$ cat src/hdl/rta_pkg.sv
// Shared types, constants and operation codes for the run time accounting block.
`default_nettype none
package rta_pkg;
  localparam int TASK_COUNT = 64;
  localparam int TASK_W     = 6;
  localparam int TICK_W     = 32;
  localparam int OP_W       = 3;
  localparam int ST_W       = 2;

  // Divider geometry: numerator 2000*R+W fits 43 bits, denominator 2*W fits 33 bits.
  localparam int NUM_W  = 43;
  localparam int DEN_W  = 33;
  localparam int QSTEPS = 11;
  localparam int QW     = 10;
  localparam int CNT_W  = 4;
  localparam logic [QW-1:0] PM_MAX = QW'(1000);

  localparam logic [OP_W-1:0] OP_INIT        = 3'd0;
  localparam logic [OP_W-1:0] OP_START       = 3'd1;
  localparam logic [OP_W-1:0] OP_END         = 3'd2;
  localparam logic [OP_W-1:0] OP_QUERY       = 3'd3;
  localparam logic [OP_W-1:0] OP_DUMP_TOTAL  = 3'd4;
  localparam logic [OP_W-1:0] OP_DUMP_RECENT = 3'd5;

  localparam logic [ST_W-1:0] ST_OK          = 2'd0;
  localparam logic [ST_W-1:0] ST_START_BUSY  = 2'd1;
  localparam logic [ST_W-1:0] ST_END_IDLE    = 2'd2;
  localparam logic [ST_W-1:0] ST_ZERO_WINDOW = 2'd3;

  typedef struct packed {
    logic [TICK_W-1:0] recent;
    logic [TICK_W-1:0] total;
  } rta_entry_t;

  typedef struct packed {
    logic          done;
    logic [QW-1:0] q;
  } rta_div_res_t;
endpackage
`default_nettype wire

$ cat src/hdl/rta_ram.sv
// Per-task counter memory: one write port, one registered read port.
`default_nettype none
module rta_ram
  import rta_pkg::*;
(
  input  wire logic              clk,
  input  wire logic              we,
  input  wire logic [TASK_W-1:0] waddr,
  input  wire rta_entry_t        wdata,
  input  wire logic              re,
  input  wire logic [TASK_W-1:0] raddr,
  output rta_entry_t             rdata
);
  rta_entry_t mem [TASK_COUNT];

  always_ff @(posedge clk) begin
    if (we) begin
      mem[waddr] <= wdata;
    end
    if (re) begin
      rdata <= mem[raddr];
    end
  end
endmodule
`default_nettype wire

$ cat config.mk
export PLATFORM = sky130hd
export DESIGN_NAME = rta_ram
export DESIGN_NICKNAME = d
export VERILOG_FILES = /design/src/hdl/rta_pkg.sv /design/src/hdl/rta_ram.sv
export SDC_FILE = /design/constraint.sdc
export NUM_CORES = 2
export LEC_CHECK = 0
export ABC_CLOCK_PERIOD_IN_PS = 8900
export BUFFER_PORTS_ARGS = -buffer_cell sky130_fd_sc_hd__buf_2
export CORE_MARGIN = 2
export CORE_UTILIZATION = 45
export CTS_CLUSTER_SIZE = 8
export DETAILED_ROUTE_END_ITERATION = 10
export PLACE_DENSITY = 0.62
export SETUP_SLACK_MARGIN = 0.3
export SLEW_MARGIN = 20
export SYNTH_ARGS = -nofsm -noshare
export SYNTH_HDL_FRONTEND = slang
export SYNTH_SLANG_ARGS = --single-unit
$ cat constraint.sdc
create_clock -name clk -period 8.9 [get_ports clk]
set_clock_uncertainty 0.05 [all_clocks]
set_input_delay 1.78 -clock clk [delete_from_list [all_inputs] [get_ports clk]]
set_output_delay 1.78 -clock clk [all_outputs]
set_load 0.1 [all_outputs]
==> metrics.txt <==
CTS Buf Count=590; finished layout cell area=180000 um2; final-report hold violation count=0; Post-Route WL=440 mm; site row count=216; via count=76700; Post-Syn Area=157000 um2; Initial Util=45.3%; post-layout min period=4480 ps; CP max FO=86; delay of the slowest cell on the worst path=680 ps; share of cells above drive strength 1=29.4%; fin worst setup slack=4420 ps; hold slack=857 ps; I/O Buffers=142; Most common cell on crit path=buf_4; crit-path cells=buf_8 -> buf_4 -> nor2b_4 -> buf_4 -> buf_4 -> a22oi_1 -> and3_1 -> a211oi_1; # clock sinks=4160; DRC Markers=0; core area=347000 um2; Cells after DPL=11100; Worst EP arrival=5270 ps; Final period util=50.4%; H-tree Lvls=6; drt initial violations=10200; post-placement cell area=164000 um2; I/O pin count=143; P per Cell Area=242 nW/um2; RePlAce Congestion=0.786; Pins Over Slew Limit=0; Fmax achieved=0.223 GHz; post-route ant nets=0; dpl hpwl=223 mm; setup TNS=0 ps; unrepaired setup endpoints after global routing=no; Hold Path Class=reg2reg; GRT Total Usage=24.6%; Syn Area/Cell=23.8 um2; area grow syn2layout=14.7%; CTS tree=done; Req. time, crit path=9690 ps; synth unique cells=32; clock transition at the registers of the reported paths=50 ps; Root Buffer=clkbuf_16; actual slew at the worst max-slew pin=1240 ps; post-CTS setup buffers=0; hold-fix buffers at CTS=0; die area=354000 um2; Mapped Cells=6598; Die Ht=595 um; CP Launch Type=input pin; r2r setup slk=6540 ps; post_cts resized=0; Avg WL per Cell=37.2 um; worst setup path class=in2reg; Worst path top cell family by delay=buffers and inverters; max_cap viols=0; Synth warnings=0; Yosys reg bits=4160; worst ir drop on vdd=0.215 mV; crit end category=flip-flop; worst skew pair latency=1030 ps; register area share after synthesis=79.6%; most frequent cells in the layout=edfxtp_1, mux4_2, clkbuf_16; syn nets=6677; status=finished, final reports clean; pre-CTS setup slack=3430 ps; final setup fails=0; Final nets=7244; Max-slew headroom=17.2%; first-pass GRT wire length=611 mm; GRT overflow=0; P_leak=56.2 nW; initial antenna violation count=38; vias in the first global route=77200; DIE WIDTH=595 um; 1st-pass router iterations=5; final std cells w/o fill=11800; via/cell ratio=6.49; worst path bufs/invs=4; most common cell after layout, fill and taps aside=edfxtp_1; Clock Tree Buf Depth=4; CP max stage cell=buf_4; largest net degree at the start of global routing=134
[stage by stage]
| stage | power, mW | utilization [%] |
|---|---|---|
| finish | 43.6 | 51.9 |
| CTS | 43.8 | 51.9 |
| floorplan | 23.4 | - |
| global placement | 24.2 | 47.3 |
| global route | 44.7 | 51.9 |
| detailed placement | 24.3 | 47.3 |
[cells in the mapped netlist (all sizes together)]
cell type | count | area, um2
and3 | 64 | 400
a2bb2oi | 19 | 166
a22o | 88 | 771
a22oi | 168 | 1260
nand3b | 2 | 15.0
nand2 | 58 | 218
mux4 | 1024 | 23100
a31o | 1 | 8.76
or2 | 28 | 175
nand4 | 2 | 12.5
a211oi | 63 | 473
or3b | 1 | 8.76
o221ai | 38 | 333
clkbuf | 140 | 526
nor3 | 2 | 10.0
a31oi | 18 | 113
nand3 | 45 | 225
nand4b | 1 | 8.76
a41oi | 26 | 228
buf | 230 | 1250
inv | 19 | 71.3
nor2 | 112 | 420
and2 | 3 | 18.8
mux2i | 135 | 1350
edfxtp | 4160 | 125000
nor2b | 28 | 175
or3 | 29 | 181
nand2b | 11 | 68.8
o22ai | 83 | 519
[sequential cells by signal (all words and copies together) (netlist names)]
name,count
mem,4096
rdata,64
[kinds of logic after synthesis]
| group | count (synthesis) | share of synthesized area, % |
|---|---|---|
| AOI/OAI and AO/OA | 504 | 2.47 |
| buffers and inverters | 389 | 1.18 |
| DFF | 4160 | 79.6 |
| muxes | 1159 | 15.6 |
| and+or+nand+nor | 386 | 1.23 |
[power breakdown]
group	leakage [nW]	switching, mW	internal, mW
logic	11.0	1.34	0.663
clock network	7.74	7.88	11.8
registers	37.5	0.0856	21.8
total	56.2	9.31	34.3
[path summary, 6_finish.rpt]
check | cells past startpoint | end | startpoint
worst min-delay path | 4 | rdata[42] | mem[46][42]
worst max register to register | 5 | rdata[62] | mem[11][62]
worst min register to register | 4 | rdata[42] | mem[46][42]
worst max-delay path | 8 | rdata[51] | raddr[2]
[worst reg2reg max path: cells and delay by family, from the launching register on]
family / cells / cell delay (ps)
muxes: 1 / 460
and+or+nand+nor: 2 / 390
DFF: 1 / 370
AOI/OAI and AO/OA: 2 / 810
[cell type report]
type / instances / area (um2)
fillers: 26200 / 167000
flip-flops and latches: 4160 / 125000
multi-input cells: 2049 / 30800
clock buffers: 597 / 14900
well taps: 4578 / 5730
repair buffers: 345 / 2740
clock inverters: 57 / 933
inverters: 19 / 71.3
diodes: 16 / 40.0
[per-layer routing]
metal / track usage [%] / vias to the layer above / part of all wire (%)
met5: 0 / - / 0.018
met4: 8.32 / 12 / 3.5
met3: 4.23 / 760 / 9.0
met2: 39.8 / 4306 / 49
met1: 34.2 / 42100 / 39
li1: - / 29500 / -
No activity file was read; power rests on OpenSTA's default activity.
