===== src/hdl/rta_pkg.sv =====
// Shared types, constants and operation codes for the run time accounting block.
`default_nettype none
package rta_pkg;
  localparam int TASK_COUNT = 64;
  localparam int TASK_W     = 6;
  localparam int TICK_W     = 32;
  localparam int OP_W       = 3;
  localparam int ST_W       = 2;

  // Divider geometry: numerator 2000*R+W fits 43 bits, denominator 2*W fits 33 bits.
  localparam int NUM_W  = 43;
  localparam int DEN_W  = 33;
  localparam int QSTEPS = 11;
  localparam int QW     = 10;
  localparam int CNT_W  = 4;
  localparam logic [QW-1:0] PM_MAX = QW'(1000);

  localparam logic [OP_W-1:0] OP_INIT        = 3'd0;
  localparam logic [OP_W-1:0] OP_START       = 3'd1;
  localparam logic [OP_W-1:0] OP_END         = 3'd2;
  localparam logic [OP_W-1:0] OP_QUERY       = 3'd3;
  localparam logic [OP_W-1:0] OP_DUMP_TOTAL  = 3'd4;
  localparam logic [OP_W-1:0] OP_DUMP_RECENT = 3'd5;

  localparam logic [ST_W-1:0] ST_OK          = 2'd0;
  localparam logic [ST_W-1:0] ST_START_BUSY  = 2'd1;
  localparam logic [ST_W-1:0] ST_END_IDLE    = 2'd2;
  localparam logic [ST_W-1:0] ST_ZERO_WINDOW = 2'd3;

  typedef struct packed {
    logic [TICK_W-1:0] recent;
    logic [TICK_W-1:0] total;
  } rta_entry_t;

  typedef struct packed {
    logic          done;
    logic [QW-1:0] q;
  } rta_div_res_t;
endpackage
`default_nettype wire


===== src/hdl/rta_div.sv =====
// Restoring divider for the per-mille share, one quotient bit per cycle, saturated.
`default_nettype none
module rta_div
  import rta_pkg::*;
(
  input  wire logic             clk,
  input  wire logic             rst,
  input  wire logic             start,
  input  wire logic [NUM_W-1:0] num,
  input  wire logic [DEN_W-1:0] den,
  output rta_div_res_t          res
);
  logic              busy;
  logic [NUM_W-1:0]  rem;
  logic [NUM_W-1:0]  dsh;
  logic [QSTEPS-1:0] quo;
  logic [CNT_W-1:0]  cnt;
  logic              ge;
  logic              ovf;
  logic [QSTEPS-1:0] quo_next;
  logic              done;
  logic [QW-1:0]     q;

  assign res      = '{done: done, q: q};
  assign ge       = (rem >= dsh);
  assign quo_next = {quo[QSTEPS-2:0], ge};
  // A quotient of 2048 or more cannot be built bit by bit; it saturates anyway.
  assign ovf      = ({1'b0, num} >= {den, {QSTEPS{1'b0}}});

  always_ff @(posedge clk) begin
    if (rst) begin
      busy <= 1'b0;
      done <= 1'b0;
    end else begin
      done <= 1'b0;
      if (start) begin
        if (ovf) begin
          done <= 1'b1;
        end else begin
          busy <= 1'b1;
        end
      end else if (busy && cnt == '0) begin
        busy <= 1'b0;
        done <= 1'b1;
      end
    end
  end

  always_ff @(posedge clk) begin
    if (start) begin
      rem <= num;
      dsh <= {den, {(QSTEPS-1){1'b0}}};
      quo <= '0;
      cnt <= CNT_W'(QSTEPS - 1);
      q   <= PM_MAX;
    end else if (busy) begin
      if (ge) begin
        rem <= rem - dsh;
      end
      dsh <= dsh >> 1;
      quo <= quo_next;
      cnt <= cnt - 1'b1;
      if (cnt == '0) begin
        q <= (quo_next > QSTEPS'(PM_MAX)) ? PM_MAX : quo_next[QW-1:0];
      end
    end
  end
endmodule
`default_nettype wire

===== config.mk =====
export PLATFORM = sky130hd
export DESIGN_NAME = rta_div
export DESIGN_NICKNAME = d
export VERILOG_FILES = /design/src/hdl/rta_pkg.sv /design/src/hdl/rta_div.sv
export SDC_FILE = /design/constraint.sdc
export NUM_CORES = 1
export LEC_CHECK = 0
export ABC_CLOCK_PERIOD_IN_PS = 6250
export BUFFER_PORTS_ARGS = -buffer_cell sky130_fd_sc_hd__buf_2
export CORE_MARGIN = 5
export CORE_UTILIZATION = 30
export CTS_CLUSTER_SIZE = 14
export DETAILED_ROUTE_END_ITERATION = 16
export HOLD_SLACK_MARGIN = 0.02
export SLEW_MARGIN = 10
export SYNTH_ARGS = -nofsm -noshare
export SYNTH_HDL_FRONTEND = slang
export SYNTH_SLANG_ARGS = --single-unit

===== constraint.sdc =====
create_clock -name clk -period 6.25 [get_ports clk]
set_clock_uncertainty 0.05 [all_clocks]
set_input_delay 1.5625 -clock clk [delete_from_list [all_inputs] [get_ports clk]]
set_output_delay 1.5625 -clock clk [all_outputs]
set_load 0.02 [all_outputs]

==> impl_metrics.env, run 1 <==
export IMPL_finalCriticalPeriod_ns=3.84
export IMPL_p_leak_nw=3.86
export IMPL_dieArea_um2=29100
export IMPL_cts_tree="done"
export IMPL_numCtsBuffers=9
export IMPL_synthArstFlopShare_pct=0
export IMPL_power_density_nw_per_um2=328
export IMPL_ys_seq_elements=112
export IMPL_critical_path_max_stage_delay_ns=0.60
export IMPL_routed_via_density=5.03
export IMPL_path_buf_inv=2
export IMPL_finalWeightedCongestion=0.882
export IMPL_reg2reg_from="dsh[6]"
export IMPL_grt_pass1_vias=6501
export IMPL_drc=0
export IMPL_fin_cells=1290
export IMPL_antennaDiodeCount=0
export IMPL_synthDistinctLibCells=67
export IMPL_crit_start="dsh[6]"
export IMPL_vdd_ir_drop_worst_v=0.000150
export IMPL_synth_main_ff_cell="edfxtp_1"
export IMPL_wl_per_cell_um=15.9
export IMPL_grtUsageTotal_pct=14.2
export IMPL_rows=58
export IMPL_maxSlewHeadroom_pct=49.9
export IMPL_p_int_mw=1.77
export IMPL_total_power_mw=2.91
export IMPL_insertion_delay_ns=0.37
export IMPL_ant_nets=0
export IMPL_grt_max_degree=77
export IMPL_finish_instance_area_um2=8860
export IMPL_dp_cells=1274
export IMPL_holdWs_ns=0.423
export IMPL_path_cells="inv_1 > ha_1 > a21oi_1 > o211a_1 > nor3_1 > o31ai_2 > nor3_2 > o21ai_2 > nand2_1 > a21oi_1 > o31ai_4 > buf_4"
export IMPL_post_dp_cell_area_um2=8570
export IMPL_cts_max_path_buffers=2
export IMPL_syn_nets=1034
export IMPL_swShare_pct=39.0
export IMPL_ctsHoldBuffers=0
export IMPL_seq_area_um2=3000
export IMPL_multiInputGateArea_um2=4310
export IMPL_criticalPathCategory="flop to flop"
export IMPL_start_kind="flop"
export IMPL_power_switching_mw=1.13
export IMPL_arrival_ns=3.81
export IMPL_start_util_pct=30.6
export IMPL_core_region_area_um2=25300
export IMPL_die_y_um=171
export IMPL_clkPwrFrac_pct=20.7
export IMPL_io_pin_count=90
export IMPL_tightestPinTransition_ns=0.745
export IMPL_dr_first_iter_drc_count=363
export IMPL_dr_total_vias=6483
export IMPL_p_comb_share_pct=45.3
export IMPL_cts_sinks=112
export IMPL_post_cts_repair_setup_buffers=0
export IMPL_ys_seq_area_share_pct=38.8
export IMPL_antenna_found_initial=0
export IMPL_cts_resized=0
export IMPL_dp_hpwl_mm=15.8
export IMPL_rsz0062_at_grt="false"
export IMPL_ys_top_cells_by_area="edfxtp_1, ha_1, dfxtp_1, o21ai_0, nand2_1"
export IMPL_grt_ovfl_total=0
export IMPL_yosysTopAreaCell="edfxtp_1"
export IMPL_path_delay_family="compound AO/OA/AOI/OAI gates"
export IMPL_synth_edf_count=76
export IMPL_critPathRequiredTime_ns=6.22
export IMPL_final_nets=1112
export IMPL_cpMaxStageDelayCell="o31ai_4"
export IMPL_syn2layout_area_growth_pct=14.4
export IMPL_postSynthCellCount=877
export IMPL_clkTransAtPathRegs_ns=0.08
export IMPL_dpl_worst_slack_ns=2.31
export IMPL_slew_viol_final=0
export IMPL_critPathMaxFanout=31
export IMPL_root_buffer="clkbuf_16"
export IMPL_setup_viol=0
export IMPL_seqPwrFrac_pct=34.0
export IMPL_finalCritPeriodShare_pct=61.4
export IMPL_endpoint_kind="flop"
export IMPL_finalHoldViolations=0
export IMPL_hold_start="q[7]"
export IMPL_port_buffers=89
export IMPL_setup_tns_ns=0
export IMPL_cpMostUsedCell="a21oi_1"
export IMPL_fmax_ghz=0.261
export IMPL_utilization_pct=35.0
export IMPL_grt_first_pass_wirelength_mm=33.3
export IMPL_yosysMostFrequentCell="nand2_1"
export IMPL_dr_pass1_iters=4
export IMPL_drive_above_1_share_pct=13.3
export IMPL_cts_max_level=3
export IMPL_synthDominantCellAreaShare_pct=29.5
export IMPL_fin_ws_ns=2.41
export IMPL_synth_area_um2=7750
export IMPL_status="finished clean"
export IMPL_ys_warn_count=0
export IMPL_hold_class="flop to flop"
export IMPL_die_w_um=171
export IMPL_synth_common_cells="nand2_1, o21ai_0, inv_1, ha_1, edfxtp_1"
export IMPL_fillCellCount=2619
export IMPL_wl_mm=20.6
export IMPL_drv_cap=0
export IMPL_syn_avg_cell_area_um2=8.83
-- metal layers --
layer | share of wire [%] | wire, um | track usage [%]
met5 | 0 | 0 | 0
met4 | 1.5 | 310 | 3.19
met3 | 4.7 | 976 | 3.12
met2 | 46 | 9380 | 23.0
met1 | 48 | 9900 | 19.5
-- cells by family after synthesis --
kind of cell / count (synthesis) / share of synthesized area, %
buf+inv: 117 / 5.75
flops: 112 / 38.8
compound gates: 266 / 21.7
xor+xnor: 38 / 4.30
simple gates: 246 / 14.1
mux: 20 / 2.60
fa+ha+maj: 78 / 12.7
-- power groups by stage --
stage | Sequential (mW) | Combinational, mW | Clock, mW
3_5_place_dp | 1.01 | 1.31 | 0
2_1_floorplan | 0.995 | 1.01 | 0
6_report | 0.989 | 1.32 | 0.601
4_1_cts | 0.990 | 1.32 | 0.615
3_3_place_gp | 1.00 | 1.30 | 0
5_1_grt | 1.00 | 1.48 | 0.645
-- worst paths after layout --
check	end	slack (ns)	cells after the start
max	rem[24]	2.41	12
min reg2reg	q[7]	0.42	1
max reg2reg	rem[24]	2.41	12
min	q[7]	0.42	1
-- state kept, by name (all words and copies together) (netlist names) --
name  cells
cnt       4
q        10
done      1
busy      1
rem      43
quo      10
dsh      43
-- cell type report --
type                       instances  share of cell area, %
multi-input combinational        648                   48.7
timing repair buffer              96                   5.79
clock inverter                     7                  0.734
tap                              330                   4.66
inverter                          88                   3.73
clock buffer                       9                   2.54
sequential                       112                   33.9
-- layout by cell type (no fill, tap or decap), types with 4 or more instances in the layout --
cell type  Yosys  final
nand2_1      117    117
xnor2_1       19     19
nor3_1         4      4
xor2_1        19     19
o22a_1         5      5
inv_1         87     87
nor2_1        59     58
ha_1          77     77
and3_1        10     10
a211oi_1       6      6
o21a_1        10     10
o21ai_1        5      5
nand4_1        9      9
a31oi_1        4      4
nand3_1       12     12
o21bai_1       6      6
dfxtp_1       36     36
and2_1         7      7
o2111ai_1      4      4
edfxtp_1      76     76
nor2b_1        9      9
a21oi_1       56     56
a22o_1         4      4
buf_4          1      7
buf_2          2     88
mux2i_1       19     19
nand2b_1       4      4
o31ai_1        5      4
clkbuf_16      0      9
o21ai_0       93     93
nor3b_1        4      4
a21o_1        34     34
-- worst reg2reg max path, delay by kind of cell, from the launching register on --
family	cells	cell delay (ns)
compound gates	6	1.43
flops	1	0.35
buf+inv	2	0.56
simple gates	3	0.68
fa+ha+maj	1	0.40
(Power assumes the default switching activity.)
==> run 2, diff against run 1 <==
--- a/config.mk
+++ b/config.mk
@@ -5,7 +5,8 @@
 export SDC_FILE = /design/constraint.sdc
 export NUM_CORES = 1
 export LEC_CHECK = 0
-export ABC_CLOCK_PERIOD_IN_PS = 6250
+export ABC_AREA = 1
+export ABC_CLOCK_PERIOD_IN_PS = 3700
 export BUFFER_PORTS_ARGS = -buffer_cell sky130_fd_sc_hd__buf_2
 export CORE_MARGIN = 5
 export CORE_UTILIZATION = 30
==> constraint.sdc (replaced) <==
create_clock -name clk -period 3.7 [get_ports clk]
set_clock_uncertainty 0.05 [all_clocks]
set_input_delay 0.925 -clock clk [delete_from_list [all_inputs] [get_ports clk]]
set_output_delay 0.925 -clock clk [all_outputs]
set_load 0.02 [all_outputs]
==> run 2 against run 1 <==
Sequential power grew 63%. Global-route usage grew 1.7 points. Die area grew 11%. Total power grew 70%. First-iteration DRC count grew 32%. Worst hold slack lost 0.021 ns. Area after synthesis grew 12%. Critical path type unchanged. Critical endpoint unchanged. Largest power group unchanged. Highest routed layer unchanged.
==> impl_metrics.env, run 2 <==
export IMPL_status="finished clean"
export IMPL_slew_viol_final=0
export IMPL_reg2reg_from="rem[5]"
export IMPL_cpMostUsedCell="nand2_1"
export IMPL_crit_start="rem[5]"
export IMPL_synth_top_family_by_area="simple AND/OR/NAND/NOR gates"
export IMPL_criticalPathCategory="flop to flop"
export IMPL_cts_max_path_buffers=2
export IMPL_postSynthCellCount=1215
export IMPL_r2r_slack_ns=1.02
export IMPL_root_buffer="clkbuf_16"
export IMPL_dieArea_um2=32300
export IMPL_dr_total_vias=8117
export IMPL_path_delay_family="simple AND/OR/NAND/NOR gates"
export IMPL_setup_viol=0
export IMPL_numCtsBuffers=9
export IMPL_crit_path_end="rem[24]"
export IMPL_mostFrequentLayoutCells="nand2_1, inv_1, nor2_1"
export IMPL_dr_first_iter_drc_count=478
export IMPL_die_w_um=180
export IMPL_yosysMostFrequentCell="nand2_1"
export IMPL_ctsHoldBuffers=0
export IMPL_synth_common_cells="nand2_1, inv_1, nor2_1, ha_1, edfxtp_1"
export IMPL_synthDominantCellAreaShare_pct=26.4
export IMPL_path_buf_inv=2
export IMPL_drc=0
export IMPL_cts_resized=0
export IMPL_synthDistinctLibCells=47
export IMPL_antennaDiodeCount=0
export IMPL_wl_per_cell_um=15.5
export IMPL_cts_max_level=3
export IMPL_dr_pass1_iters=5
export IMPL_endpoint_kind="flop"
export IMPL_port_buffers=89
export IMPL_path_cells="ha_1 > nand2_1 > inv_1 > nand2_1 > nand2_1 > nand2_1 > nand3_2 > nand2_1 > nand2_2 > nand3_2 > a31oi_4 > buf_4"
export IMPL_ys_top_cells_by_area="edfxtp_1, nand2_1, ha_1, inv_1, dfxtp_1"
export IMPL_insertion_delay_ns=0.37
export IMPL_drive_above_1_share_pct=13.0
export IMPL_antenna_found_initial=0
export IMPL_synth_area_um2=8640
export IMPL_grtUsageTotal_pct=15.9
export IMPL_critPathMaxFanout=27
export IMPL_fillCellCount=3183
export IMPL_tightestPinTransition_ns=0.656
export IMPL_vdd_ir_drop_worst_v=0.000189
export IMPL_post_cts_repair_setup_buffers=0
export IMPL_ant_nets=0
export IMPL_maxSlewHeadroom_pct=56.2
export IMPL_synth_compound_area_share_pct=14.1
export IMPL_synth_adder_area_share_pct=11.4
export IMPL_drv_cap=0
export IMPL_rows=62
export IMPL_grt_first_pass_wirelength_mm=41.6
export IMPL_fmax_ghz=0.374
export IMPL_clkTransAtPathRegs_ns=0.09
export IMPL_grt_max_degree=73
export IMPL_rsz0062_at_grt="false"
export IMPL_routed_via_density=4.81
export IMPL_p_leak_nw=4.66
export IMPL_arrival_ns=2.66
export IMPL_yosysTopAreaCell="edfxtp_1"
export IMPL_wl_mm=26.2
export IMPL_start_util_pct=30.3
export IMPL_grt_ovfl_total=0
export IMPL_cts_sinks=112
export IMPL_power_density_nw_per_um2=499
export IMPL_finalCritPeriodShare_pct=72.3
export IMPL_ys_seq_elements=112
export IMPL_core_region_area_um2=28500
export IMPL_cpMaxStageDelayCell="ha_1"
export IMPL_dp_hpwl_mm=21.7
export IMPL_critical_path_max_stage_delay_ns=0.39
export IMPL_layout_commonest_cell="nand2_1"
export IMPL_io_pin_count=90
export IMPL_start_kind="flop"
export IMPL_syn_nets=1372
export IMPL_ys_warn_count=0
export IMPL_critPathRequiredTime_ns=3.68
export IMPL_synth_main_ff_cell="edfxtp_1"
export IMPL_finalWeightedCongestion=0.949
export IMPL_total_power_mw=4.93
export IMPL_grt_pass1_vias=7933
export IMPL_hold_class="flop to flop"
export IMPL_synth_xor_xnor_area_share_pct=0.203
export IMPL_muxShareOfSynthArea_pct=0
export IMPL_synthSimpleGateAreaFrac_pct=29.6
export IMPL_reg2reg_to="rem[24]"
export IMPL_final_nets=1457
export IMPL_finalCriticalPeriod_ns=2.68
export IMPL_syn2layout_area_growth_pct=14.4
export IMPL_synth_edf_count=76
export IMPL_ys_seq_area_share_pct=34.8
export IMPL_setup_tns_ns=0
export IMPL_synthArstFlopShare_pct=0
export IMPL_largest_registers="dsh x43, rem x43"
export IMPL_die_y_um=180
export IMPL_worstSetupPathDepth=12
export IMPL_syn_avg_cell_area_um2=7.11
export IMPL_cts_tree="done"
export IMPL_finalHoldViolations=0
export IMPL_rr_worst_depth=12
-- run 2: per-layer routing --
layer  global-route usage (%)  share of wire [%]
met1                     22.5                 49
met2                     25.9                 45
met4                     3.69                1.5
met5                        0                  0
met3                     2.08                4.0
-- run 2: power by group --
group          internal [mW]  leakage, nW  switching (mW)
registers               1.56         1.06          0.0500
logic                  0.769         3.46            1.52
clock network          0.485        0.149           0.544
-- run 2: area by class of cell --
type	count	area, um2	area share (%)
Multi-Input combinational cell	875	4790	48.5
Sequential cell	112	3000	30.4
Inverter	206	773	7.83
Timing Repair Buffer	96	523	5.29
Tap cell	384	480	4.86
Clock buffer	9	225	2.28
Clock inverter	7	83.8	0.849
-- run 2: worst reg2reg max path, delay by kind of cell, from the launching register on --
family                   cells  cell delay, ns
AND/OR/NAND/NOR              8            0.85
AO/OA/AOI/OAI                1            0.19
flip-flops                   1            0.38
adder cells (fa/ha/maj)      1            0.39
buffers and inverters        2            0.46
-- run 2: cells by family (layout without fill, tap and decap cells) --
group           Yosys count  count (layout)
simple gates            589             589
buf+inv                 228             318
compound gates          206             206
flops                   112             112
fa+ha+maj                78              78
xor+xnor                  2               2
-- run 2: worst min-delay path by stage --
stage	end	cells after the start	slack, ns	start
global placement	q[1]	2	0.39	q[1]
floorplan	dsh[0]	2	0.38	dsh[0]
global route	q[2]	2	0.43	q[2]
finish	q[4]	2	0.40	q[4]
CTS	q[4]	2	0.40	q[4]
detailed placement	q[4]	2	0.39	q[4]
-- run 2: through the flow --
stage / worst slack, ns / std cells / cell area, um2 / util (%) / hold slack [ns]
3_3_place_gp: 0.660 / 1673 / 9570 / 33.5 / 0.387
5_1_grt: 0.824 / 1689 / 9880 / 34.6 / 0.433
6_report: 1.02 / 1689 / 9880 / 34.6 / 0.402
4_1_cts: 1.01 / 1689 / 9880 / 34.6 / 0.405
2_1_floorplan: 0.421 / 1215 / 8640 / - / 0.382
3_5_place_dp: 0.680 / 1673 / 9570 / 33.5 / 0.385
==> run 3, diff against run 2 <==
--- a/config.mk
+++ b/config.mk
@@ -6,7 +6,7 @@
 export NUM_CORES = 1
 export LEC_CHECK = 0
 export ABC_AREA = 1
-export ABC_CLOCK_PERIOD_IN_PS = 3700
+export ABC_CLOCK_PERIOD_IN_PS = 2500
 export BUFFER_PORTS_ARGS = -buffer_cell sky130_fd_sc_hd__buf_2
 export CORE_MARGIN = 5
 export CORE_UTILIZATION = 30
==> constraint.sdc (replaced) <==
create_clock -name clk -period 2.5 [get_ports clk]
set_clock_uncertainty 0.05 [all_clocks]
set_input_delay 0.625 -clock clk [delete_from_list [all_inputs] [get_ports clk]]
set_output_delay 0.625 -clock clk [all_outputs]
set_load 0.02 [all_outputs]
==> run 3 against run 2 <==
Routed wire length rose by 6.0%. Count of clock-buffer cells in the layout rose by 1. Clock power rose by 54%. Cell area rose by 7.8%. Critical path type unchanged. Critical endpoint is now rem[30].
==> impl_metrics.env, run 3 (same netlist as run 2, synthesis figures left out) <==
export IMPL_finish_instance_area_um2=10600
export IMPL_grt_ovfl_total=0
export IMPL_routed_via_density=4.78
export IMPL_ant_nets=0
export IMPL_critPathMaxFanout=20
export IMPL_die_w_um=180
export IMPL_syn2layout_area_growth_pct=23.2
export IMPL_cts_tree="done"
export IMPL_reg2reg_from="rem[6]"
export IMPL_cts_sinks=112
export IMPL_power_density_nw_per_um2=756
export IMPL_start_util_pct=30.3
export IMPL_arrival_ns=2.44
export IMPL_total_power_mw=8.04
export IMPL_criticalPathCategory="flop to flop"
export IMPL_die_y_um=180
export IMPL_rr_worst_depth=13
export IMPL_finalWeightedCongestion=0.928
export IMPL_path_cells="ha_1 > nand2_1 > inv_1 > nand2_1 > nand2_1 > nand2_1 > nand3_2 > nand2_1 > nand2_4 > nand3_4 > a31oi_4 > buf_4 > buf_12"
export IMPL_core_region_area_um2=28500
export IMPL_vdd_ir_drop_worst_v=0.000293
export IMPL_root_buffer="clkbuf_16"
export IMPL_ctsHoldBuffers=0
export IMPL_numCtsBuffers=9
export IMPL_path_delay_family="simple AND/OR/NAND/NOR gates"
export IMPL_reg2reg_to="rem[30]"
export IMPL_fmax_ghz=0.415
export IMPL_grt_busiest_layer="met2"
export IMPL_grt_max_degree=70
export IMPL_grt_pass1_vias=8121
export IMPL_critPathRequiredTime_ns=2.53
export IMPL_finalHoldViolations=0
export IMPL_grt_use_met2_pct=27.5
export IMPL_cpMaxStageDelayCell="edfxtp_1"
export IMPL_dp_hpwl_mm=22.7
export IMPL_slew_viol_final=0
export IMPL_status="finished clean"
export IMPL_rsz0062_at_grt="true"
export IMPL_clkTransAtPathRegs_ns=0.09
export IMPL_finalCritPeriodShare_pct=96.3
export IMPL_dr_first_iter_drc_count=425
export IMPL_final_nets=1495
export IMPL_finalCriticalPeriod_ns=2.41
export IMPL_largest_registers="dsh x43, rem x43"
export IMPL_start_kind="flop"
export IMPL_tightestPinTransition_ns=0.529
export IMPL_antenna_found_initial=0
export IMPL_crit_path_end="rem[30]"
export IMPL_utilization_pct=37.3
export IMPL_grtUsageTotal_pct=16.7
export IMPL_dr_pass1_iters=5
export IMPL_holdWs_ns=0.364
export IMPL_cts_max_path_buffers=2
export IMPL_wl_mm=27.8
export IMPL_grt_first_pass_wirelength_mm=43.5
export IMPL_path_buf_inv=3
export IMPL_worstSetupPathDepth=13
export IMPL_hold_class="primary input to flop"
export IMPL_dieArea_um2=32300
export IMPL_dr_total_vias=8261
export IMPL_met1_usage_pct=23.5
export IMPL_maxSlewHeadroom_pct=64.6
export IMPL_cts_max_level=3
export IMPL_setup_viol=0
export IMPL_antennaDiodeCount=0
export IMPL_mostFrequentLayoutCells="nand2_1, inv_1, nor2_1"
export IMPL_post_dp_cell_area_um2=10100
export IMPL_endpoint_kind="flop"
export IMPL_use_met3_pct=1.70
export IMPL_cpMostUsedCell="nand2_1"
export IMPL_r2r_slack_ns=0.09
export IMPL_io_pin_count=90
export IMPL_port_buffers=89
export IMPL_drive_above_1_share_pct=19.6
export IMPL_insertion_delay_ns=0.38
export IMPL_drv_cap=0
export IMPL_crit_start="rem[6]"
export IMPL_wl_per_cell_um=16.1
export IMPL_rows=62
export IMPL_layout_commonest_cell="nand2_1"
export IMPL_setup_tns_ns=0
export IMPL_drc=0
export IMPL_critical_path_max_stage_delay_ns=0.38
export IMPL_p_leak_nw=4.89
run 3: changes by cell type in the layout (fill, tap and decap cells not counted), sizes merged:
cell,delta
buf,+37
clkbuf,+2
clkinv,-1
run 3: cell type report:
type                            instances  area [um2]
Clock buffer                           10         250
Fill cell                            3099       17900
Tap cell                              384         480
Multi-Input combinational cell        875        5230
Clock inverter                          6        70.1
Sequential cell                       112        3000
Timing Repair Buffer                  134         838
Inverter                              206         773
run 3: what timing repair did:
action | CTS | global route
setup endpoints to repair | 0 | 63
resized for setup | 0 | 40
buffers inserted | 0 | 2
hold endpoints to repair | 0 | 0
run 3: worst min path at each step:
stage / from / end / slack (ns) / cells after the start
after floorplan: dsh[0] / dsh[0] / 0.38 / 2
after global placement: q[4] / q[4] / 0.39 / 2
after detailed placement: q[2] / q[2] / 0.39 / 2
after CTS: rst / done / 0.36 / 2
after global routing: rst / done / 0.38 / 2
final: rst / done / 0.36 / 2
run 3: routing by layer:
layer  wire, um  vias to the layer above
li1           -                     4254
met1      13600                     3835
met2      12800                      154
met3        894                       18
met4        446                        0
met5          0                        -
run 3: stage by stage:
stage / cells / setup WS [ns]
after floorplan: 1215 / -0.110
after global placement: 1708 / -0.167
after detailed placement: 1708 / -0.144
after CTS: 1724 / 0.0602
after global routing: 1727 / -0.0152
final: 1727 / 0.0917
run 3: power by group:
part           internal [mW]  switching [mW]  leakage, nW  total (mW)
Sequential              2.32           0.119         1.06        2.44
Combinational           1.57            2.44         3.67        4.02
Clock                  0.774           0.817        0.156        1.59
